### src/rtl/tprd_pkg.sv
`default_nettype none
package tprd_pkg;

  localparam int unsigned PIXEL_W  = 32;
  localparam int unsigned COUNT_W  = 2;
  localparam int unsigned RUN_W    = 8;
  localparam int unsigned OUT_DATA_W = 72;

  localparam logic [1:0] PHASE_HEADER  = 2'd0;
  localparam logic [1:0] PHASE_REPEAT  = 2'd1;
  localparam logic [1:0] PHASE_LITERAL = 2'd2;

  localparam logic [1:0] CFG_RUN_LENGTH_MODE = 2'd0;
  localparam logic [1:0] CFG_BYTES_PER_PIXEL = 2'd1;
  localparam logic [1:0] CFG_TOTAL_PIXELS    = 2'd2;

  localparam logic [2:0] BPP_24      = 3'd3;
  localparam logic [2:0] BPP_RESET   = 3'd4;
  localparam int unsigned HDR_REPEAT_BIT = 7;

  localparam logic [COUNT_W-1:0] COUNT_ONE = 2'd1;
  localparam logic [COUNT_W-1:0] COUNT_TWO = 2'd2;

  typedef struct packed {
    logic take;
    logic accept;
    logic step;
  } ctrl_cmd_t;

  typedef struct packed {
    logic out_free;
    logic run_start;
    logic run_final;
  } dp_status_t;

endpackage
`default_nettype wire

### src/rtl/tga_pixel_run_decoder_core.sv
`default_nettype none
// tga image-body pixel decoder
// in_*  : one body byte per request, in_tdata[7:0] = data_byte
// out_* : one result per request; out_tdata holds first_pixel [31:0],
//         second_pixel [63:32], pixel_count [65:64]; out_tlast is run_last,
//         out_tuser is image_done
// cfg_* : register writes, cfg_index 0 run_length_mode, 1 bytes_per_pixel,
//         2 total_pixels; cfg_ready is always high, write only while idle
// a result appears in the cycle after the byte that completes an uncompressed or literal pixel
// throughput: uncompressed and literal bytes go in at one per cycle while the output
//   is not stalled; the byte completing a repeat pixel is followed by its clipped run
//   as results of two pixels, the last of one or two, with input held, counted by the
//   run counter feeding the single output register
// bytes after the image's final pixel are taken and dropped
// reset clears the decode state, the pixel counter and the registers
//   (uncompressed, 4 bytes per pixel, zero pixels)
// a stall on out_tready holds the output register and, once it is full,
//   drops in_tready; nothing is lost
module tga_pixel_run_decoder_core (
  input  wire logic                          clk,
  input  wire logic                          rst_n,
  input  wire logic                          in_tvalid,
  output logic                               in_tready,
  input  wire logic [7:0]                    in_tdata,   // data_byte
  output logic                               out_tvalid,
  input  wire logic                          out_tready,
  // first_pixel, second_pixel, pixel_count, zero pad
  output logic [tprd_pkg::OUT_DATA_W-1:0]    out_tdata,
  output logic                               out_tlast,  // run_last
  output logic                               out_tuser,  // image_done
  input  wire logic                          cfg_valid,
  output logic                               cfg_ready,
  input  wire logic [1:0]                    cfg_index,
  input  wire logic [31:0]                   cfg_data
);
  import tprd_pkg::*;

  ctrl_cmd_t  cmd;
  dp_status_t sts;

  assign cfg_ready = 1'b1;
  assign in_tready = cmd.take;

  tprd_ctrl u_ctrl (
    .clk       (clk),
    .rst_n     (rst_n),
    .in_tvalid (in_tvalid),
    .sts       (sts),
    .cmd       (cmd)
  );

  tprd_datapath u_dp (
    .clk        (clk),
    .rst_n      (rst_n),
    .in_byte    (in_tdata),
    .cfg_we     (cfg_valid && cfg_ready),
    .cfg_index  (cfg_index),
    .cfg_data   (cfg_data),
    .cmd        (cmd),
    .sts        (sts),
    .out_tready (out_tready),
    .out_tvalid (out_tvalid),
    .out_tdata  (out_tdata),
    .out_tlast  (out_tlast),
    .out_tuser  (out_tuser)
  );

endmodule
`default_nettype wire

### src/rtl/tprd_ctrl.sv
`default_nettype none
module tprd_ctrl (
  input  wire logic               clk,
  input  wire logic               rst_n,
  input  wire logic               in_tvalid,
  input  tprd_pkg::dp_status_t    sts,
  output tprd_pkg::ctrl_cmd_t     cmd
);
  import tprd_pkg::*;

  typedef enum logic {
    S_TAKE,
    S_RUN
  } state_t;

  state_t state_r;

  always_comb begin
    cmd.take   = (state_r == S_TAKE) && sts.out_free;
    cmd.accept = cmd.take && in_tvalid;
    cmd.step   = (state_r == S_RUN) && sts.out_free;
  end

  always_ff @(posedge clk) begin
    if (!rst_n) begin
      state_r <= S_TAKE;
    end else begin
      case (state_r)
        S_TAKE: begin
          if (cmd.accept && sts.run_start) state_r <= S_RUN;
        end
        S_RUN: begin
          if (cmd.step && sts.run_final) state_r <= S_TAKE;
        end
        default: state_r <= S_TAKE;
      endcase
    end
  end

endmodule
`default_nettype wire

### src/rtl/tprd_datapath.sv
`default_nettype none
module tprd_datapath (
  input  wire logic                          clk,
  input  wire logic                          rst_n,
  input  wire logic [7:0]                    in_byte,
  input  wire logic                          cfg_we,
  input  wire logic [1:0]                    cfg_index,
  input  wire logic [31:0]                   cfg_data,
  input  tprd_pkg::ctrl_cmd_t                cmd,
  output tprd_pkg::dp_status_t               sts,
  input  wire logic                          out_tready,
  output logic                               out_tvalid,
  output logic [tprd_pkg::OUT_DATA_W-1:0]    out_tdata,
  output logic                               out_tlast,
  output logic                               out_tuser
);
  import tprd_pkg::*;

  logic               rl_mode_r;
  logic [2:0]         bpp_r;
  logic [31:0]        total_r;

  logic [1:0]         phase_r, phase_nxt;
  logic [1:0]         byte_in_r, byte_in_nxt;
  logic [PIXEL_W-1:0] gather_r, gather_nxt;
  logic [RUN_W-1:0]   rem_r, rem_nxt;
  logic [31:0]        emitted_r, emitted_nxt;
  logic [RUN_W-1:0]   run_left_r, run_left_nxt;

  logic               out_valid_r;
  logic [PIXEL_W-1:0] first_r, second_r;
  logic [COUNT_W-1:0] count_r;
  logic               last_r, done_r;

  logic               size3, complete, done, live;
  logic [PIXEL_W-1:0] shifted, gather_sum, gather_done, swapped;
  logic [31:0]        left;
  logic [RUN_W-1:0]   want, run_len;
  logic               emit_one;
  logic [PIXEL_W-1:0] emit_pix;
  logic [COUNT_W-1:0] emit_c;
  logic [31:0]        emitted_sum;
  logic               load;

  // pixel byte assembly, image end and clipped run length
  always_comb begin
    size3       = (bpp_r == BPP_24);
    complete    = size3 ? (byte_in_r >= 2'd2) : (byte_in_r == 2'd3);
    shifted     = {24'd0, in_byte} << {byte_in_r, 3'b000};
    gather_sum  = (byte_in_r == 2'd0) ? {24'd0, in_byte} : (gather_r | shifted);
    gather_done = size3 ? {8'd0, gather_sum[23:0]} : gather_sum;
    swapped     = {gather_done[31:24], gather_done[7:0], gather_done[15:8],
                   gather_done[23:16]};
    done        = (emitted_r >= total_r);
    live        = cmd.accept && !done;
    left        = total_r - emitted_r;
    want        = {1'b0, rem_r[6:0]} + 8'd1;
    run_len     = (left < 32'(want)) ? left[RUN_W-1:0] : want;
  end

  always_comb begin
    phase_nxt    = phase_r;
    byte_in_nxt  = byte_in_r;
    gather_nxt   = gather_r;
    rem_nxt      = rem_r;
    run_left_nxt = run_left_r;
    emit_one     = 1'b0;
    emit_pix     = gather_done;
    sts.run_start = 1'b0;
    sts.out_free  = !out_valid_r || out_tready;
    sts.run_final = (run_left_r <= 8'd2);
    if (live) begin
      if (!rl_mode_r) begin
        byte_in_nxt = complete ? 2'd0 : byte_in_r + 2'd1;
        gather_nxt  = complete ? gather_done : gather_sum;
        emit_one    = complete;
        emit_pix    = swapped;
      end else begin
        case (phase_r)
          PHASE_REPEAT: begin
            byte_in_nxt = complete ? 2'd0 : byte_in_r + 2'd1;
            gather_nxt  = complete ? gather_done : gather_sum;
            if (complete) begin
              phase_nxt     = PHASE_HEADER;
              run_left_nxt  = run_len;
              sts.run_start = 1'b1;
            end
          end
          PHASE_LITERAL: begin
            byte_in_nxt = complete ? 2'd0 : byte_in_r + 2'd1;
            gather_nxt  = complete ? gather_done : gather_sum;
            emit_one    = complete;
            if (complete) begin
              if (rem_r == '0) phase_nxt = PHASE_HEADER;
              else rem_nxt = rem_r - 8'd1;
            end
          end
          default: begin
            byte_in_nxt = 2'd0;
            if (in_byte[HDR_REPEAT_BIT]) begin
              rem_nxt   = {1'b0, in_byte[6:0]};
              phase_nxt = PHASE_REPEAT;
            end else begin
              rem_nxt   = in_byte;
              phase_nxt = PHASE_LITERAL;
            end
          end
        endcase
      end
    end
    if (cmd.step) run_left_nxt = run_left_r - 8'(emit_c);
  end

  // result forming, single pixel or one or two pixels of a repeat run
  always_comb begin
    emit_c = (cmd.step && run_left_r >= 8'd2) ? COUNT_TWO : COUNT_ONE;
    emitted_sum = emitted_r + 32'(emit_c);
    load = emit_one || cmd.step;
    emitted_nxt = load ? emitted_sum : emitted_r;
  end

  always_ff @(posedge clk) begin
    if (!rst_n) begin
      rl_mode_r   <= 1'b0;
      bpp_r       <= BPP_RESET;
      total_r     <= '0;
      phase_r     <= PHASE_HEADER;
      byte_in_r   <= '0;
      gather_r    <= '0;
      rem_r       <= '0;
      emitted_r   <= '0;
      run_left_r  <= '0;
      out_valid_r <= 1'b0;
    end else begin
      if (cfg_we) begin
        case (cfg_index)
          CFG_RUN_LENGTH_MODE: rl_mode_r <= cfg_data[0];
          CFG_BYTES_PER_PIXEL: bpp_r     <= cfg_data[2:0];
          CFG_TOTAL_PIXELS:    total_r   <= cfg_data;
          default: ;
        endcase
      end
      phase_r     <= phase_nxt;
      byte_in_r   <= byte_in_nxt;
      gather_r    <= gather_nxt;
      rem_r       <= rem_nxt;
      emitted_r   <= emitted_nxt;
      run_left_r  <= run_left_nxt;
      if (load) out_valid_r <= 1'b1;
      else if (out_tready) out_valid_r <= 1'b0;
    end
  end

  always_ff @(posedge clk) begin
    if (load) begin
      first_r  <= cmd.step ? gather_r : emit_pix;
      second_r <= (emit_c == COUNT_TWO) ? gather_r : '0;
      count_r  <= emit_c;
      last_r   <= cmd.step ? (run_left_r == 8'(emit_c)) : 1'b1;
      done_r   <= (emitted_sum == total_r);
    end
  end

  assign out_tvalid = out_valid_r;
  assign out_tdata  = {6'd0, count_r, second_r, first_r};
  assign out_tlast  = last_r;
  assign out_tuser  = done_r;

endmodule
`default_nettype wire

### config.mk
export PLATFORM = sky130hd
export DESIGN_NAME = tga_pixel_run_decoder_core
export DESIGN_NICKNAME = d
export VERILOG_FILES = /design/src/rtl/tprd_pkg.sv /design/src/rtl/tga_pixel_run_decoder_core.sv /design/src/rtl/tprd_ctrl.sv /design/src/rtl/tprd_datapath.sv
export SDC_FILE = /design/constraint.sdc
export NUM_CORES = 1
export LEC_CHECK = 0
export BUFFER_PORTS_ARGS = -buffer_cell sky130_fd_sc_hd__buf_2
export CORE_MARGIN = 2
export CORE_UTILIZATION = 30
export CTS_BUF_LIST = sky130_fd_sc_hd__clkbuf_8
export DETAILED_ROUTE_END_ITERATION = 10
export GPL_TIMING_DRIVEN = 1
export RECOVER_POWER = 100
export SETUP_SLACK_MARGIN = 0.05
export SLEW_MARGIN = 20
export SYNTH_ARGS = -nofsm -noshare
export SYNTH_HDL_FRONTEND = slang
export SYNTH_SLANG_ARGS = --single-unit
### constraint.sdc
create_clock -name clk -period 4 [get_ports clk]
set_input_delay 0.6 -clock clk [delete_from_list [all_inputs] [get_ports clk]]
set_output_delay 0.6 -clock clk [all_outputs]
set_load 0.1 [all_outputs]
==> out/results.ini <==
[status]
status=finished with violations
violations=setup timing

[drt]
vias=10490
drtPass1Iterations=5
drc=0
wl_per_cell_um=15.06
drt_wl_total_um=31890
drt_iter0_drc=654
avgViaCountPerCell=4.952
ant_nets=0

[logic_synthesis]
synth_cells=1392
synth_top_area_frac=0.2096
synthArstFlopShare=0
avgSynthCellArea_um2=8.371
yosys.area.top_type=dfxtp_1
yosysSeqAreaShare=0.3848
synth_commonest_cells=nand2_1, dfxtp_1, a21oi_1
yosys_warnings=0
synthTopCellsByArea=dfxtp_1, edfxtp_1, nand2_1
synth-edff-count=68
synth.distinct_cells=75
netlist_area_um2=11650
ys.flop_type=dfxtp_1
synth_seq_cells=190
yosys.cell_count.top_type=nand2_1

[grt]
grt_max_degree=98
met3_usage=0.02679
first_global_vias=10210
antenna_found_initial=0
busiest_layer=met2
grt_use_total=0.1594
grt_pass1_wl_um=52070
grtUsageMet2=0.2732
grt_overflow=0
use_met1=0.2027

[clock_network]
cts_tree=done
cts_made_buffers=17
htree_levels=4
clk_latency_ns=0.52
cts_buffer_depth=2
postCtsHoldBufs=0
cts-root-buf=clkbuf_8
cts_sinks=190
path_clk_slew_ns=0.12

[worst_setup_path]
cp.arrival_ns=4.38
path_class=flip-flop to flip-flop
startpoint_type=flip-flop
cp.required_ns=4.34
worstReg2RegEnd=u_dp.out_tuser$_DFFE_PP_
crit_end=u_dp.out_tuser$_DFFE_PP_
ff2ff_path_depth=18
timing.rr.start=u_dp.run_left_r[3]$_SDFFE_PN0P_
r2r_slack_ns=-0.04
startpoint=u_dp.run_left_r[3]$_SDFFE_PN0P_
endpoint_kind=flip-flop
worstPathMaxFanout=4

[cells_and_area]
finalInstanceArea_um2=14330
drive_gt1_frac=0.2225
num_antenna_cells=0
syn_to_final_growth_pct=22.97
fillCellCount=3987
final_cells=2118
nets=1688

[power]
power_mw=4.254
power_density_nw_per_um2=296.9
leakagePower_nw=5.711
vdd.ir_drop.worst_v=0.0002333

[timing]
finalHoldViolCount=0
setup_ws_ns=-0.03732
tightest_slew_ns=0.9834
slew_headroom=0.3444
max_freq_ghz=0.2477
period_share=1.009
fin_hold_ws_ns=0.3202
clock_skew_ns=0.02126
maxSlewViolCount=0
fin_crit_ns=4.037
rsz0062_at_grt=yes
finalSetupTns_ns=-0.04450
setup_viol=2

[place]
postPlaceCellArea_um2=13580
routabilityCongestion=0.8591
port_buffers=116
hpwl_um=23500
dp_cells=2068

[floorplan]
io_pins=124
initial_utilization=0.3029
dieWidth_um=201.1
core_um2=38470
rows=72
die_area_um2=40430
die_y_um=201.1

[min_path]
hold_path_class=primary input to flip-flop

[flow_run]
cap_viol_max_count=0

[power by group]
group          switching (mW)  internal (mW)  total [mW]
sequential             0.0354           2.03        2.07
clock                   0.819          0.488        1.31
combinational           0.518          0.363       0.880
[state kept, by name, indices dropped and copies added (netlist names)]
name / count
u_dp.emitted_r: 32
u_dp.first_r: 32
u_dp.gather_r: 32
u_dp.second_r: 32
u_dp.total_r: 32
u_dp.rem_r: 8
u_dp.run_left_r: 8
u_dp.bpp_r: 3
u_dp.byte_in_r: 2
u_dp.count_r: 2
u_dp.phase_r: 2
u_ctrl.state_r: 1
u_dp.out_tlast: 1
u_dp.out_tuser: 1
u_dp.out_tvalid: 1
u_dp.rl_mode_r: 1
[through the flow]
stage          setup slack [ns]    util
5_1_grt                 -0.3055  0.3725
3_5_place_dp            -0.2777  0.3531
4_1_cts                -0.02346  0.3704
6_report               -0.03732  0.3725
3_3_place_gp            -0.1357  0.3531
2_1_floorplan           -0.1175       -
[final cells by class]
| cell class | instances | area [um^2] | share of cell area |
|---|---|---|---|
| Sequential cell | 190 | 4494 | 0.3137 |
| Tap cell | 518 | 648.1 | 0.04523 |
| Clock inverter | 14 | 167.7 | 0.01170 |
| Inverter | 59 | 222.7 | 0.01554 |
| Clock buffer | 18 | 247.7 | 0.01729 |
| Multi-Input combinational cell | 1072 | 6920 | 0.4830 |
| Timing Repair Buffer | 247 | 1628 | 0.1136 |
[metal layers]
metal	part of all wire	routed length, um
met1	0.46	14820
met2	0.48	15240
met3	0.035	1128
met4	0.022	701
met5	0	0
[critical path: stages (launching register included)]
cell      delay [ns]
dfxtp_2         0.34
or4_4           0.53
or3_4           0.37
nor2_4          0.11
nor2_4          0.06
inv_2           0.09
ha_4            0.14
fa_2            0.20
and3_4          0.21
nand3_4         0.12
or4_4           0.46
nor4_4          0.21
nand3_2         0.17
nor2_4          0.16
mux2i_1         0.21
nor2_1          0.05
a211oi_1        0.19
a31oi_1         0.09
nor4_2          0.15
[layout by cell type (no fill, tap or decap), types with 11 or more instances in the layout]
cell / n
nand2_1: 196
buf_4: 125
dfxtp_1: 116
buf_2: 115
a21oi_1: 114
nor2_1: 105
o21ai_0: 72
edfxtp_1: 68
xnor2_1: 65
and2_1: 61
inv_1: 51
a21boi_0: 47
ha_1: 46
nand3_1: 44
xor2_1: 21
nand4_1: 20
nor2b_1: 20
clkbuf_8: 18
nor3_1: 17
a21o_1: 16
mux2i_1: 12
o211a_1: 11
[kinds of logic (layout without fill, tap and decap cells)]
kind of cell	Yosys count	in the layout	synth area share
simple gates	558	558	0.2385
compound gates	350	350	0.1898
flops	190	190	0.3848
buf+inv	135	338	0.04692
xor+xnor	88	88	0.06614
fa+ha+maj	54	54	0.05992
mux	15	15	0.01321
other cells	2	7	0.0006445
[repair_timing]
| action | in CTS | in global routing |
|---|---|---|
| gates cloned | 0 | 0 |
| setup endpoints to repair | 12 | 15 |
| resized for setup | 27 | 17 |
| setup buffers | 17 | 1 |
| pin swaps | 15 | 3 |
[how the worst min path moves through the flow]
stage / from / to / slack [ns] / depth (start not counted)
2_1_floorplan: u_dp.phase_r[1]$_SDFFE_PN0P_ / u_dp.phase_r[1]$_SDFFE_PN0P_ / 0.45 / 2
3_3_place_gp: u_dp.phase_r[1]$_SDFFE_PN0P_ / u_dp.phase_r[1]$_SDFFE_PN0P_ / 0.46 / 2
3_5_place_dp: u_dp.phase_r[1]$_SDFFE_PN0P_ / u_dp.phase_r[1]$_SDFFE_PN0P_ / 0.47 / 2
4_1_cts: cfg_data[21] / u_dp.total_r[21]$_SDFFE_PN0P_ / 0.29 / 3
5_1_grt: cfg_data[12] / u_dp.total_r[12]$_SDFFE_PN0P_ / 0.31 / 3
6_report: cfg_data[20] / u_dp.total_r[20]$_SDFFE_PN0P_ / 0.32 / 3
(Power assumes the default switching activity.)
